**src/hdl/dfc_pkg.sv**
```systemverilog
// Shared types, constants and the power-of-ten table for the decimal to float48 converter.
// Used by dfc_ctrl, dfc_dp and decimal_to_float48_converter; depends on nothing.
package dfc_pkg;

    localparam int FRACTION_BITS      = 36;
    localparam int MAX_DECIMAL_DIGITS = 9;
    localparam int EXP_W              = 11;
    localparam int WORD_W             = FRACTION_BITS + EXP_W + 1;
    localparam int WHOLE_W            = 32;
    localparam int FVAL_W             = 30;
    localparam int DIGITS_W           = 4;
    localparam int CNT_W              = $clog2(FRACTION_BITS);
    localparam int WBITS_W            = $clog2(WHOLE_W);
    localparam int SEXP_W             = 7;
    localparam int BEXP_W             = EXP_W + 2;
    localparam logic [EXP_W-1:0] EXP_BIAS_RESET = EXP_W'(1023);
    localparam logic [EXP_W-1:0] EXP_MAX        = {EXP_W{1'b1}};

    // Commands from the controller to the datapath.
    typedef struct packed {
        logic load;       // capture an input beat
        logic norm_step;  // one normalization step
        logic frac_step;  // produce one fraction bit
        logic pack;       // assemble the output word
        logic zero;       // pack an all-zero word
    } t_cmd;

    // Status from the datapath to the controller.
    typedef struct packed {
        logic is_zero;
        logic norm_done;
        logic frac_last;
    } t_sts;

    function automatic logic [FVAL_W-1:0] pow10(input logic [DIGITS_W-1:0] d);
        logic [FVAL_W-1:0] v;
        case (d)
            4'd0:    v = FVAL_W'(1);
            4'd1:    v = FVAL_W'(10);
            4'd2:    v = FVAL_W'(100);
            4'd3:    v = FVAL_W'(1000);
            4'd4:    v = FVAL_W'(10000);
            4'd5:    v = FVAL_W'(100000);
            4'd6:    v = FVAL_W'(1000000);
            4'd7:    v = FVAL_W'(10000000);
            4'd8:    v = FVAL_W'(100000000);
            default: v = FVAL_W'(1000000000);
        endcase
        return v;
    endfunction

endpackage

```
**src/hdl/dfc_dp.sv**
```systemverilog
// Datapath of the decimal to float48 converter: operand registers, doubling unit,
// normalizer shift, fraction shift register and output word. Depends on dfc_pkg.
module dfc_dp (
    input  logic                          i_clk,
    input  logic                          i_rst_n,
    input  dfc_pkg::t_cmd                 i_cmd,
    output dfc_pkg::t_sts                 o_sts,
    input  logic                          i_negative,
    input  logic [dfc_pkg::WHOLE_W-1:0]   i_whole_part,
    input  logic [dfc_pkg::FVAL_W-1:0]    i_fraction_value,
    input  logic [dfc_pkg::DIGITS_W-1:0]  i_fraction_digits,
    input  logic                          i_cfg_wr_en,
    input  logic [dfc_pkg::EXP_W-1:0]     i_cfg_wr_data,
    output logic [dfc_pkg::WORD_W-1:0]    o_float_word
);
    import dfc_pkg::*;

    logic [EXP_W-1:0]         r_bias;
    logic                     r_neg;
    logic                     r_is_whole;
    logic [WHOLE_W-1:0]       r_whole;
    logic [WBITS_W-1:0]       r_wbits;
    logic [FVAL_W-1:0]        r_rem;
    logic [FVAL_W-1:0]        r_scale;
    logic signed [SEXP_W-1:0] r_exp;
    logic [FRACTION_BITS-1:0] r_frac;
    logic [CNT_W-1:0]         r_cnt;
    logic [WORD_W-1:0]        r_word;

    logic [DIGITS_W-1:0]      digits_sat;
    logic [FVAL_W-1:0]        scale_in;
    logic [FVAL_W-1:0]        fval_clamped;
    logic [FVAL_W:0]          dbl_x;
    logic                     dbl_bit;
    logic [FVAL_W-1:0]        dbl_rem;
    logic                     whole_src;
    logic                     frac_bit;
    logic signed [BEXP_W-1:0] biased;
    logic [EXP_W-1:0]         exp_sat;

    // Saturate the digit count, look up the scale and clamp the numerator.
    always_comb begin
        digits_sat   = (i_fraction_digits > DIGITS_W'(MAX_DECIMAL_DIGITS))
                     ? DIGITS_W'(MAX_DECIMAL_DIGITS) : i_fraction_digits;
        scale_in     = pow10(digits_sat);
        fval_clamped = (i_fraction_value >= scale_in) ? scale_in - FVAL_W'(1)
                                                      : i_fraction_value;
    end

    // One doubling step of the remainder against the scale.
    always_comb begin
        dbl_x   = {r_rem, 1'b0};
        dbl_bit = (dbl_x >= {1'b0, r_scale});
        dbl_rem = dbl_bit ? FVAL_W'(dbl_x - {1'b0, r_scale}) : dbl_x[FVAL_W-1:0];
    end

    assign whole_src = (r_wbits != '0);
    assign frac_bit  = whole_src ? r_whole[WHOLE_W-2] : dbl_bit;

    always_comb begin
        biased = $signed({2'b00, r_bias}) + BEXP_W'(r_exp);
        if (biased < 0) begin
            exp_sat = '0;
        end else if (biased > $signed({2'b00, EXP_MAX})) begin
            exp_sat = EXP_MAX;
        end else begin
            exp_sat = biased[EXP_W-1:0];
        end
    end

    assign o_sts.is_zero   = (r_whole == '0) && (r_rem == '0);
    assign o_sts.norm_done = r_is_whole ? r_whole[WHOLE_W-1] : dbl_bit;
    assign o_sts.frac_last = (r_cnt == CNT_W'(FRACTION_BITS - 1));

    always_ff @(posedge i_clk) begin
        if (!i_rst_n) begin
            r_bias <= EXP_BIAS_RESET;
        end else if (i_cfg_wr_en) begin
            r_bias <= i_cfg_wr_data;
        end
    end

    always_ff @(posedge i_clk) begin
        if (i_cmd.load) begin
            r_neg      <= i_negative;
            r_is_whole <= (i_whole_part != '0);
            r_whole    <= i_whole_part;
            r_wbits    <= (i_whole_part != '0) ? WBITS_W'(WHOLE_W - 1) : '0;
            r_exp      <= (i_whole_part != '0) ? SEXP_W'(WHOLE_W - 1) : '0;
            r_rem      <= fval_clamped;
            r_scale    <= scale_in;
            r_cnt      <= '0;
        end else if (i_cmd.norm_step) begin
            if (r_is_whole) begin
                // shift toward the leading one
                if (!r_whole[WHOLE_W-1]) begin
                    r_whole <= {r_whole[WHOLE_W-2:0], 1'b0};
                    r_wbits <= r_wbits - WBITS_W'(1);
                    r_exp   <= r_exp - SEXP_W'(1);
                end
            end else begin
                r_rem <= dbl_rem;
                r_exp <= r_exp - SEXP_W'(1);
            end
        end else if (i_cmd.frac_step) begin
            r_frac <= {r_frac[FRACTION_BITS-2:0], frac_bit};
            r_cnt  <= r_cnt + CNT_W'(1);
            if (whole_src) begin
                r_whole <= {r_whole[WHOLE_W-2:0], 1'b0};
                r_wbits <= r_wbits - WBITS_W'(1);
            end else begin
                r_rem <= dbl_rem;
            end
        end
    end

    always_ff @(posedge i_clk) begin
        if (i_cmd.pack) begin
            r_word <= i_cmd.zero ? '0 : {r_neg, exp_sat, r_frac};
        end
    end

    assign o_float_word = r_word;

endmodule

```
**src/hdl/dfc_ctrl.sv**
```systemverilog
// Controller of the decimal to float48 converter: sequencing state machine and
// output beat valid. Depends on dfc_pkg.
module dfc_ctrl (
    input  logic          i_clk,
    input  logic          i_rst_n,
    input  logic          i_in_valid,
    output logic          o_in_stall,
    output logic          o_out_valid,
    input  logic          i_out_stall,
    input  dfc_pkg::t_sts i_sts,
    output dfc_pkg::t_cmd o_cmd
);
    import dfc_pkg::*;

    typedef enum logic [2:0] {
        S_IDLE,
        S_CHECK,
        S_NORM,
        S_FRAC,
        S_PACK
    } t_state;

    t_state r_state, n_state;
    logic   r_zero, n_zero;
    logic   r_out_valid, n_out_valid;
    logic   out_free;

    assign out_free   = !r_out_valid || !i_out_stall;
    assign o_in_stall = (r_state != S_IDLE);

    always_comb begin
        n_state     = r_state;
        n_zero      = r_zero;
        n_out_valid = r_out_valid && i_out_stall;
        o_cmd       = '0;
        o_cmd.zero  = r_zero;
        case (r_state)
            S_IDLE: begin
                if (i_in_valid) begin
                    o_cmd.load = 1'b1;
                    n_state    = S_CHECK;
                end
            end
            S_CHECK: begin
                n_zero  = i_sts.is_zero;
                n_state = i_sts.is_zero ? S_PACK : S_NORM;
            end
            S_NORM: begin
                o_cmd.norm_step = 1'b1;
                if (i_sts.norm_done) begin
                    n_state = S_FRAC;
                end
            end
            S_FRAC: begin
                o_cmd.frac_step = 1'b1;
                if (i_sts.frac_last) begin
                    n_state = S_PACK;
                end
            end
            S_PACK: begin
                // hold until the output register is free
                if (out_free) begin
                    o_cmd.pack  = 1'b1;
                    n_out_valid = 1'b1;
                    n_state     = S_IDLE;
                end
            end
            default: n_state = S_IDLE;
        endcase
    end

    always_ff @(posedge i_clk) begin
        if (!i_rst_n) begin
            r_state     <= S_IDLE;
            r_zero      <= 1'b0;
            r_out_valid <= 1'b0;
        end else begin
            r_state     <= n_state;
            r_zero      <= n_zero;
            r_out_valid <= n_out_valid;
        end
    end

    assign o_out_valid = r_out_valid;

    a_pack_sets_valid: assert property (@(posedge i_clk) disable iff (!i_rst_n)
        o_cmd.pack |=> r_out_valid)
        else $error("packed word not presented");

    a_no_overwrite: assert property (@(posedge i_clk) disable iff (!i_rst_n)
        !(o_cmd.pack && r_out_valid && i_out_stall))
        else $error("output word overwritten while stalled");

    a_accept_to_check: assert property (@(posedge i_clk) disable iff (!i_rst_n)
        o_cmd.load |=> (r_state == S_CHECK))
        else $error("accepted beat not sequenced");

endmodule

```
**src/hdl/decimal_to_float48_converter.sv**
```systemverilog
// Top level of the decimal to float48 converter: joins controller and datapath.
// Depends on dfc_pkg, dfc_ctrl and dfc_dp.
//
//  channel | direction | handshake                | payload
//  --------+-----------+--------------------------+---------------------------------------
//  in      | input     | i_in_valid / o_in_stall  | negative, whole_part, fraction_value,
//          |           |                          | fraction_digits
//  out     | output    | o_out_valid / i_out_stall| float_word
//  cfg     | input     | i_cfg_wr_en              | exponent_bias (i_cfg_wr_data)
//
// One beat at a time: accept, classify, normalize steps (one shift of the whole part or
// one doubling of the fraction remainder each, the last one finding the leading one),
// the 36 fraction bits, one per step, and a pack step; a zero beat skips straight from
// classify to pack. The doubling unit is shared by the normalize and fraction steps.
// Synchronous active-low reset clears the sequencer, the output valid and sets the
// exponent bias to 1023. The finished word sits in an output register; the input side
// is stalled while a beat is in work, and a new beat may be taken while the previous
// word still waits under i_out_stall. Packing waits only if that word is still held.
module decimal_to_float48_converter (
    input  logic                          i_clk,
    input  logic                          i_rst_n,
    input  logic                          i_in_valid,
    output logic                          o_in_stall,
    input  logic                          i_negative,
    input  logic [dfc_pkg::WHOLE_W-1:0]   i_whole_part,
    input  logic [dfc_pkg::FVAL_W-1:0]    i_fraction_value,
    input  logic [dfc_pkg::DIGITS_W-1:0]  i_fraction_digits,
    output logic                          o_out_valid,
    input  logic                          i_out_stall,
    output logic [dfc_pkg::WORD_W-1:0]    o_float_word,
    input  logic                          i_cfg_wr_en,
    input  logic [dfc_pkg::EXP_W-1:0]     i_cfg_wr_data
);
    import dfc_pkg::*;

    t_cmd cmd;
    t_sts sts;

    // Sequence the conversion and drive both handshakes.
    dfc_ctrl u_ctrl (
        .i_clk       (i_clk),
        .i_rst_n     (i_rst_n),
        .i_in_valid  (i_in_valid),
        .o_in_stall  (o_in_stall),
        .o_out_valid (o_out_valid),
        .i_out_stall (i_out_stall),
        .i_sts       (sts),
        .o_cmd       (cmd)
    );

    // Hold operands, run the doubling and shift steps, pack the word.
    dfc_dp u_dp (
        .i_clk             (i_clk),
        .i_rst_n           (i_rst_n),
        .i_cmd             (cmd),
        .o_sts             (sts),
        .i_negative        (i_negative),
        .i_whole_part      (i_whole_part),
        .i_fraction_value  (i_fraction_value),
        .i_fraction_digits (i_fraction_digits),
        .i_cfg_wr_en       (i_cfg_wr_en),
        .i_cfg_wr_data     (i_cfg_wr_data),
        .o_float_word      (o_float_word)
    );

endmodule
```
**config.mk**
```make
export PLATFORM = sky130hd
export DESIGN_NAME = decimal_to_float48_converter
export DESIGN_NICKNAME = d
export VERILOG_FILES = /design/src/hdl/dfc_pkg.sv /design/src/hdl/dfc_dp.sv /design/src/hdl/dfc_ctrl.sv /design/src/hdl/decimal_to_float48_converter.sv
export SDC_FILE = /design/constraint.sdc
export NUM_CORES = 1
export LEC_CHECK = 0
export BUFFER_PORTS_ARGS = -buffer_cell sky130_fd_sc_hd__buf_2
export CAP_MARGIN = 20
export CORE_MARGIN = 5
export CORE_UTILIZATION = 35
export DETAILED_ROUTE_END_ITERATION = 6
export PLACE_DENSITY = 0.59
export SLEW_MARGIN = 20
export SYNTH_ARGS = -nofsm -noshare
export SYNTH_HDL_FRONTEND = slang
export SYNTH_SLANG_ARGS = --single-unit
```
**constraint.sdc**
```tcl
create_clock -name i_clk -period 9.81 [get_ports i_clk]
set_input_delay 0 -clock i_clk [delete_from_list [all_inputs] [get_ports i_clk]]
set_output_delay 0 -clock i_clk [all_outputs]
set_load 0.02 [all_outputs]
```
==> impl_metrics.ini, run 1 <==
[place]
place.detailed.hpwl_mm = 22.7
gp_routability_congestion = 0.885
post-place-ws_ns = 5.30
numPortBuffers = 132

[cts]
clock_buffer_depth = 3
cts_tree = built
ctsRootBufferMaster = clkbuf_16
clock_sinks = 205
tritoncts.num_buffers = 24
htree_levels = 1
ctsHoldBuffers = 103
clock_insertion_delay_worst_skew_ns = 0.52
post_cts.resized_instances = 0
post_cts_buffers = 0
worst_setup_hold_path_clk_slew_ns = 0.06

[timing]
slew_headroom_pct = 34.0
final_period_minus_worst_setup_slack_ns = 4.63
finClkSkew_ns = 0.0151
holdWs_ns = 0.0766
achievable-frequency_mhz = 216
max_slew.worst_pin.slew_ns = 0.986
grt_setup_unrepaired = no
finalMaxSlewViolations = 0
final_critical_path_setup_slack_ns = 5.18
finalCritPeriodShare_pct = 47.2
setup_violations = 0
final_hold_viol_count = 0
timing.setup.tns_ns = 0

[worst_setup_path]
critical_path_peak_fanout = 30
start_kind = primary input
reg2reg_slack_ns = 6.00
critPathMaxStageDelay_ns = 0.63
terminus_of_the_critical_flop_to_flop_path = u_dp.r_rem[15]
ff2ff_path_depth = 7
rr_startpoint = u_ctrl.r_state[0]
critical_path_arrival_ns = 4.89
cp-end-kind = register
crit_type = primary input to register
critical_path_required_time_ns = 10.07
path_cells = dlygate4sd3_1, buf_2, o21ai_0, nand2b_1, inv_1, ha_1, nand2b_1, inv_1, a21oi_1, ha_1, nand4_1, nor4_1, a221oi_1, o21ai_0, a21o_1, buf_4, mux2_2, mux2_4
startpoint = i_fraction_digits[3]
critPathCapture = u_dp.r_rem[28]
worst_path_max_delay_cell = nor4_1

[routing]
avgViaCountPerCell = 5.12
dr.first_iter.drc_count = 602
drc = 0
wl_per_cell_um = 17.6
dr.pass1.iters = 5
finalWirelength_mm = 31.5
detailroute.via_count = 9150
drtAntennaViolNets = 0

[power]
power_per_cell_area_nw_per_um2 = 290
overall_power_consumption_uw = 4360
leakagePower_uw = 0.00630
vdd_drop_max_mv = 0.123

[synthesis]
yosysTopAreaCell = edfxtp_1
synth-edff-count = 183
asyncSetResetFlopFracSynth_pct = 0
synth_cell_type_count = 72
yosysTopAreaCellShare_pct = 45.4
yosysSeqAreaShare_pct = 49.1
synthesis.area_um2 = 12100
yosysMostFrequentCell = edfxtp_1
synthFlopType = edfxtp_1
post_synthesis_sequential_element_count = 205
syn-num-nets = 1258
synth_top_cells_by_area = edfxtp_1, ha_1, mux2i_1
synthesis.area_per_instance_um2 = 11.1
synthesis.instances = 1090
ys_top_cells_by_count = edfxtp_1, mux2i_1, ha_1
warning_count_from_the_yosys_run = 0

[global_routing]
first_global_vias = 9144
overflow = 0
global_route_wire_length_before_repair_mm = 49.7
grt_max_degree = 49
grt_antenna_before_repair = 0
groute.usage.overall_pct = 15.8

[run]
drv_cap = 0

[final_layout]
post_route_cells_drive_above_1_share_pct = 15.4
diodes = 0
flow.area_growth_from_synthesis_pct = 24.3
final_net_count = 1484

[floorplan]
die_area_um2 = 38400
number_of_placement_rows = 68
initial_core_util_pct = 35.2
boundaryPins = 133
dieHeight_um = 196
core_area_um2 = 34400
die_x_um = 196

[worst_hold_path]
hp-class = primary input to register

[run_status]
status = complete, no violations
-- cell type report --
type / instances / area [um2]
clock buffer: 28 / 616
clock inverter: 14 / 171
fill: 3269 / 19300
inverter: 76 / 287
multi-input combinational: 765 / 5680
sequential: 205 / 5940
tap: 455 / 569
timing repair buffer: 244 / 1780
-- placed cells by master, fill, tap and decap left out, types with 16 or more instances in the layout --
cell / count
edfxtp_1: 183
dfxtp_1: 22
nor2_1: 54
xor2_1: 19
o21ai_0: 30
inv_1: 75
nand2_1: 71
a21o_1: 23
clkbuf_16: 24
mux2i_1: 95
a22o_1: 30
buf_2: 132
nand3_1: 16
nor2b_1: 49
a21oi_1: 79
nand4_1: 20
ha_1: 83
dlygate4sd3_1: 103
xnor2_1: 34
nor4_1: 28
-- flip-flops by register name (all words and copies together) (netlist names) --
signal	cells
u_dp.o_float_word	48
u_dp.r_frac	36
u_dp.r_whole	32
u_dp.r_rem	30
u_dp.r_scale	23
u_dp.r_bias	11
u_dp.r_exp	7
u_dp.r_cnt	6
u_dp.r_wbits	5
u_ctrl.r_state	3
u_ctrl.o_out_valid	1
u_ctrl.r_zero	1
u_dp.r_is_whole	1
u_dp.r_neg	1
-- worst min path at each step --
stage / startpoint / endpoint / slack [ns] / cells after the start
3_5_place_dp: i_cfg_wr_data[9] / u_dp.r_bias[9] / 0.22 / 3
3_3_place_gp: i_cfg_wr_data[8] / u_dp.r_bias[8] / 0.21 / 3
2_1_floorplan: i_negative / u_dp.r_neg / 0.1 / 0
6_report: i_fraction_digits[2] / u_dp.r_scale[6] / 0.08 / 3
4_1_cts: i_fraction_digits[2] / u_dp.r_scale[6] / 0.04 / 3
5_1_grt: i_fraction_digits[2] / u_dp.r_scale[6] / 0.08 / 3
-- where the power goes --
part / total (uW) / switching, uW / internal (uW)
clock: 890 / 359 / 531
combinational: 1980 / 1150 / 830
sequential: 1490 / 175 / 1320
total: 4360 / 1680 / 2680
-- routing by layer --
layer / vias to the layer above / wire length [um] / track usage [%]
li1: 4496 / - / -
met1: 4299 / 14300 / 21.6
met2: 288 / 14600 / 26.4
met3: 67 / 1590 / 2.04
met4: 0 / 979 / 4.65
met5: - / 0 / 0
-- cells by family (layout without fill, tap and decap cells) --
group,after synthesis,in the layout,share of synthesized area [%]
XOR/XNOR,53,53,3.84
adder cells (fa/ha/maj),85,85,8.92
multiplexers,100,100,8.36
AND/OR/NAND/NOR,295,295,12.8
flip-flops,205,205,49.1
buffers and inverters,120,362,4.27
AO/OA/AOI/OAI,232,232,12.8
-- critical path, delay by kind of cell --
family | cells | cell delay, ns
buf+inv | 5 | 1.64
fa+ha+maj | 2 | 0.60
compound gates | 5 | 0.74
mux | 2 | 0.65
simple gates | 4 | 1.24
-- through the flow --
stage | cell area, um2 | utilization, % | std cells
3_3_place_gp | 13200 | 38.4 | 1641
6_report | 15000 | 43.8 | 1787
5_1_grt | 15000 | 43.8 | 1787
2_1_floorplan | 12100 | - | 1090
3_5_place_dp | 13200 | 38.5 | 1642
4_1_cts | 15000 | 43.8 | 1787
No activity file was read; power rests on OpenSTA's default activity.
==> inputs of run 2 (changes only) <==
--- a/config.mk
+++ b/config.mk
@@ -10,7 +10,7 @@
 export CORE_MARGIN = 5
 export CORE_UTILIZATION = 35
 export DETAILED_ROUTE_END_ITERATION = 6
-export PLACE_DENSITY = 0.59
+export PLACE_DENSITY = 0.61
 export SLEW_MARGIN = 20
 export SYNTH_ARGS = -nofsm -noshare
 export SYNTH_HDL_FRONTEND = slang
==> constraint.sdc (replaced) <==
create_clock -name i_clk -period 3.9 [get_ports i_clk]
set_input_delay 0 -clock i_clk [delete_from_list [all_inputs] [get_ports i_clk]]
set_output_delay 0 -clock i_clk [all_outputs]
set_load 0.02 [all_outputs]
==> run 2 against run 1 <==
Clock skew rose by 0.0039 ns. Cell area rose by 0.64%. Global-route usage barely moved. Clock power rose by 140%. Final cell count rose by 0.62%. Register-to-register slack got worse by 5.3 ns. Critical path depth fell by 1. Count of clock-buffer cells in the layout rose by 1. Power rose to 2.5 times the previous value. Worst hold slack got worse by 0.050 ns. Flip-flop and latch count did not move.
==> impl_metrics.ini, run 2 (same netlist as run 1, synthesis figures left out) <==
[place]
gp_routability_congestion = 0.885
post-place-ws_ns = 0.247
numPlacedInstances = 1654
place.detailed.hpwl_mm = 22.9
numPortBuffers = 132

[cts]
clock_buffer_depth = 3
clock_insertion_delay_worst_skew_ns = 0.51
tritoncts.num_buffers = 23
post_cts_buffers = 0
ctsRootBufferMaster = clkbuf_16
clock_sinks = 205
cts_tree = built
worst_setup_hold_path_clk_slew_ns = 0.06
htree_levels = 1

[final_layout]
flow.area_growth_from_synthesis_pct = 25.1
largest_reg_flops = 48
diodes = 0
final_common_cell = edfxtp_1
post_route_cells_drive_above_1_share_pct = 16.3
post_layout_utilization_of_the_core_pct = 44.0
final_net_count = 1495
stdcell_count = 1798
final_cell_mix = edfxtp_1, buf_2, dlygate4sd3_1, mux2i_1, ha_1

[worst_setup_path]
critPathMaxStageDelay_ns = 0.53
cp-end-kind = register
critical_path_peak_fanout = 4
critical_path_arrival_ns = 3.85
crit_type = primary input to register
critical_path_required_time_ns = 4.16
worst_path_max_delay_cell = dlygate4sd3_1
path_cells = dlygate4sd3_1, buf_2, o21ai_0, nand2b_1, inv_1, ha_1, nand2b_1, inv_1, a21oi_1, ha_1, a21o_1, a21o_1, a211oi_1, nand3_1, a21o_1, mux2_2, mux2_4
cp_common_cell = a21o_1
start_kind = primary input
timing.critical_path.buf_inv = 4
critical_path.top_delay_family = compound AO/OA/AOI/OAI gates

[power]
cellInternalPower_uw = 6730
leakagePower_uw = 0.00636
vdd_drop_max_mv = 0.312
p_clk_share_pct = 19.9
sw_frac_of_total_pct = 38.3
power_per_cell_area_nw_per_um2 = 720
net-switching-power_uw = 4170
combPwrFrac_pct = 45.5
power_frac_seq_pct = 34.6

[timing]
finalMaxSlewViolations = 0
final_hold_viol_count = 0
setup_violations = 0
final_critical_path_setup_slack_ns = 0.310
slew_headroom_pct = 40.9
achievable-frequency_mhz = 279
holdWs_ns = 0.0262
final_period_minus_worst_setup_slack_ns = 3.59
finalCritPeriodShare_pct = 92.0
finClkSkew_ns = 0.0190
max_slew.worst_pin.slew_ns = 0.878

[routing]
drtAntennaViolNets = 0
avgViaCountPerCell = 5.14
detailroute.via_count = 9242
finalWirelength_mm = 31.7
dr.first_iter.drc_count = 589
wl_per_cell_um = 17.7
dr.pass1.iters = 5
drc = 0

[floorplan]
die_x_um = 196
die_area_um2 = 38400
core_area_um2 = 34400
dieHeight_um = 196
boundaryPins = 133
number_of_placement_rows = 68
initial_core_util_pct = 35.2

[global_routing]
overflow = 0
grt_antenna_before_repair = 0
global_route_wire_length_before_repair_mm = 49.8
grt_max_degree = 42
groute.usage.overall_pct = 15.9
first_global_vias = 9154

[run]
drv_cap = 0

[run_status]
status = complete, no violations

[worst_hold_path]
hp-class = primary input to register
## run 2: cell types whose count changed in the layout (fill, tap and decap cells not counted), moves of 2 or more
cell / delta
buf_4: +11
clkinvlp_4: -3
buf_12: +2
ha_1: -2
## run 2: power by group through the flow
stage | logic (uW) | clock network (uW) | registers [uW]
final | 4970 | 2170 | 3770
after detailed placement | 4810 | 0 | 3790
after global placement | 4790 | 0 | 3790
after floorplan | 3730 | 0 | 3640
after CTS | 4940 | 2230 | 3760
after global routing | 5500 | 2320 | 3820
## run 2: metrics by stage
stage	power, uW	area, um2	setup TNS, ns
after floorplan	7360	12100	0
after global placement	8590	13300	0
after detailed placement	8600	13300	0
after CTS	10900	15100	0
after global routing	11600	15100	-0.0112
final	10900	15100	0
## run 2: repair_timing
item / 4_1_cts / 5_1_grt
resized for setup: 0 / 4
hold buffers: 102 / 0
endpoints found under the hold margin: 84 / 0
setup endpoints to repair: 0 / 30
## run 2: final timing paths
path / start / end / slack, ns / cells past startpoint
min reg2reg: u_dp.r_frac[1] / u_dp.r_frac[2] / 0.44 / 0
max reg2reg: u_dp.r_rem[1] / u_dp.r_rem[28] / 0.71 / 9
max: i_fraction_digits[1] / u_dp.r_rem[28] / 0.31 / 17
min: i_fraction_value[29] / u_dp.r_rem[29] / 0.03 / 4
## run 2: layout make-up
type / instances / area, um2
inverter: 76 / 287
multi-input combinational: 765 / 5710
timing repair buffer: 256 / 1890
clock inverter: 12 / 144
clock buffer: 29 / 608
sequential: 205 / 5940
fill: 3277 / 19200
tap: 455 / 569
## run 2: per-layer routing
metal,global-route usage (%),share of wire [%],vias up
li1,-,-,4523
met5,0,0,-
met3,2.32,5.5,70
met2,26.0,46,306
met1,21.5,45,4343
met4,5.48,3.7,0
## run 2: tightest hold or removal path: stages
cell     delay [ns]
buf_2          0.10
nor2_1         0.05
mux2i_1        0.12
o211a_1        0.15
==> inputs of run 3 (changes only) <==
--- a/config.mk
+++ b/config.mk
@@ -7,6 +7,7 @@
 export LEC_CHECK = 0
 export BUFFER_PORTS_ARGS = -buffer_cell sky130_fd_sc_hd__buf_2
 export CAP_MARGIN = 20
+export CORE_ASPECT_RATIO = 1.4
 export CORE_MARGIN = 5
 export CORE_UTILIZATION = 35
 export DETAILED_ROUTE_END_ITERATION = 6
==> run 3 against run 2 <==
Power grew 0.58%. Flip-flop and latch count unchanged. Worst hold slack gained 0.028 ns. Worst setup slack better by 0.020 ns. Die area rose by 0.14%. Clock skew is 0.0074 ns lower. Via count up 0.49%. Non-clock buffer count increased by 3. Critical endpoint is now u_dp.r_rem[20]. Largest cell class unchanged. Highest routed layer unchanged.
==> impl_metrics.ini, run 3 (same netlist as run 1, synthesis figures left out) <==
[worst_setup_path]
critical_path_arrival_ns = 3.82
worst_path_max_delay_cell = o21ai_0
cp_common_cell = o21ai_0
path_cells = dlygate4sd3_1, buf_2, o21ai_0, nand2b_1, ha_1, o21ai_0, inv_1, ha_1, nand4_1, nor4_1, a221oi_1, o21ai_0, a21o_1, buf_4, mux2i_1, mux2i_1
critical_path.top_delay_family = compound AO/OA/AOI/OAI gates
critPathMaxStageDelay_ns = 0.54
critical_path_required_time_ns = 4.15
start_kind = primary input
critical_path_peak_fanout = 14
timing.critical_path.buf_inv = 4
crit_type = primary input to register
cp-end-kind = register

[cts]
tritoncts.num_buffers = 22
cts_tree = built
htree_levels = 1
clock_insertion_delay_worst_skew_ns = 0.52
ctsRootBufferMaster = clkbuf_16
worst_setup_hold_path_clk_slew_ns = 0.06
clock_buffer_depth = 3
clock_sinks = 205

[timing]
final_critical_path_setup_slack_ns = 0.330
timing.setup.tns_ns = 0
max_slew.worst_pin.slew_ns = 0.738
achievable-frequency_mhz = 280
grt_setup_unrepaired = no
setup_violations = 0
slew_headroom_pct = 50.1
final_period_minus_worst_setup_slack_ns = 3.57
finalCritPeriodShare_pct = 91.5
finClkSkew_ns = 0.0116
final_hold_viol_count = 0
finalMaxSlewViolations = 0
holdWs_ns = 0.0546

[power]
vdd_drop_max_mv = 0.407
leakagePower_uw = 0.00638
power_per_cell_area_nw_per_um2 = 724

[place]
place.detailed.hpwl_mm = 23.1
numPortBuffers = 132
gp_routability_congestion = 0.919
numPlacedInstances = 1653
post-place-ws_ns = 0.202

[global_routing]
groute.usage.overall_pct = 15.8
overflow = 0
grt_antenna_before_repair = 0
first_global_vias = 9376
grt_max_degree = 43
global_route_wire_length_before_repair_mm = 49.7

[run]
drv_cap = 0

[routing]
dr.pass1.iters = 5
dr.first_iter.drc_count = 437
wl_per_cell_um = 17.4
drtAntennaViolNets = 0
finalWirelength_mm = 31.3
drc = 0
avgViaCountPerCell = 5.17
detailroute.via_count = 9287

[final_layout]
post_route_cells_drive_above_1_share_pct = 16.4
final_cell_mix = edfxtp_1, buf_2, dlygate4sd3_1, mux2i_1, ha_1
stdcell_count = 1797
largest_reg_flops = 48
final_net_count = 1497
final_common_cell = edfxtp_1
flow.area_growth_from_synthesis_pct = 25.2
post_layout_utilization_of_the_core_pct = 44.4

[floorplan]
boundaryPins = 133
number_of_placement_rows = 80
die_x_um = 167
die_area_um2 = 38400
initial_core_util_pct = 35.4
core_area_um2 = 34100
dieHeight_um = 230

[run_status]
status = complete, no violations

[worst_hold_path]
hp-class = primary input to register
-- run 3: per-stage QoR --
step,power (uW),cell area (um2)
2_1_floorplan,7360,12100
3_3_place_gp,8590,13300
3_5_place_dp,8620,13300
4_1_cts,11000,15100
5_1_grt,11700,15100
6_report,11000,15100
-- run 3: worst min-delay path, cell delays in order --
cell and delay (ns):
buf_2 0.18, nand2_1 0.12, a21oi_1 0.09
-- run 3: what timing repair did --
action / in CTS / in global routing
hold endpoints to repair: 95 / 0
buffers inserted: 0 / 0
gates resized for setup: 0 / 0
hold buffers: 103 / 0
-- run 3: report_power, final --
group          switching [uW]  internal [uW]  total, uW
Combinational            2870           2100       4970
Sequential                431           3310       3740
Clock                     907           1350       2260
-- run 3: layout make-up --
class,count,area [um2]
fillers,3153,19000
repair buffers,259,1870
well taps,451,564
clock buffers,25,572
flip-flops and latches,205,5940
clock inverters,15,226
inverters,76,285
multi-input cells,765,5680
diodes,1,2.50
-- run 3: layer usage --
metal	GRT usage (%)	vias up	part of all wire (%)
met3	1.99	93	4.6
met4	8.75	0	5.7
li1	-	4522	-
met1	18.0	4404	39
met5	0	-	0
met2	28.4	268	50
-- run 3: path summary, 6_finish.rpt --
kind              slack [ns]                  from  cells past startpoint               to
hold reg to reg         0.44       u_dp.r_frac[23]                      0  u_dp.r_frac[24]
setup / recovery        0.33  i_fraction_digits[1]                     16   u_dp.r_rem[20]
hold / removal          0.05  i_fraction_digits[2]                      3  u_dp.r_scale[6]
setup reg to reg        0.67        u_dp.r_rem[14]                     10   u_dp.r_rem[24]
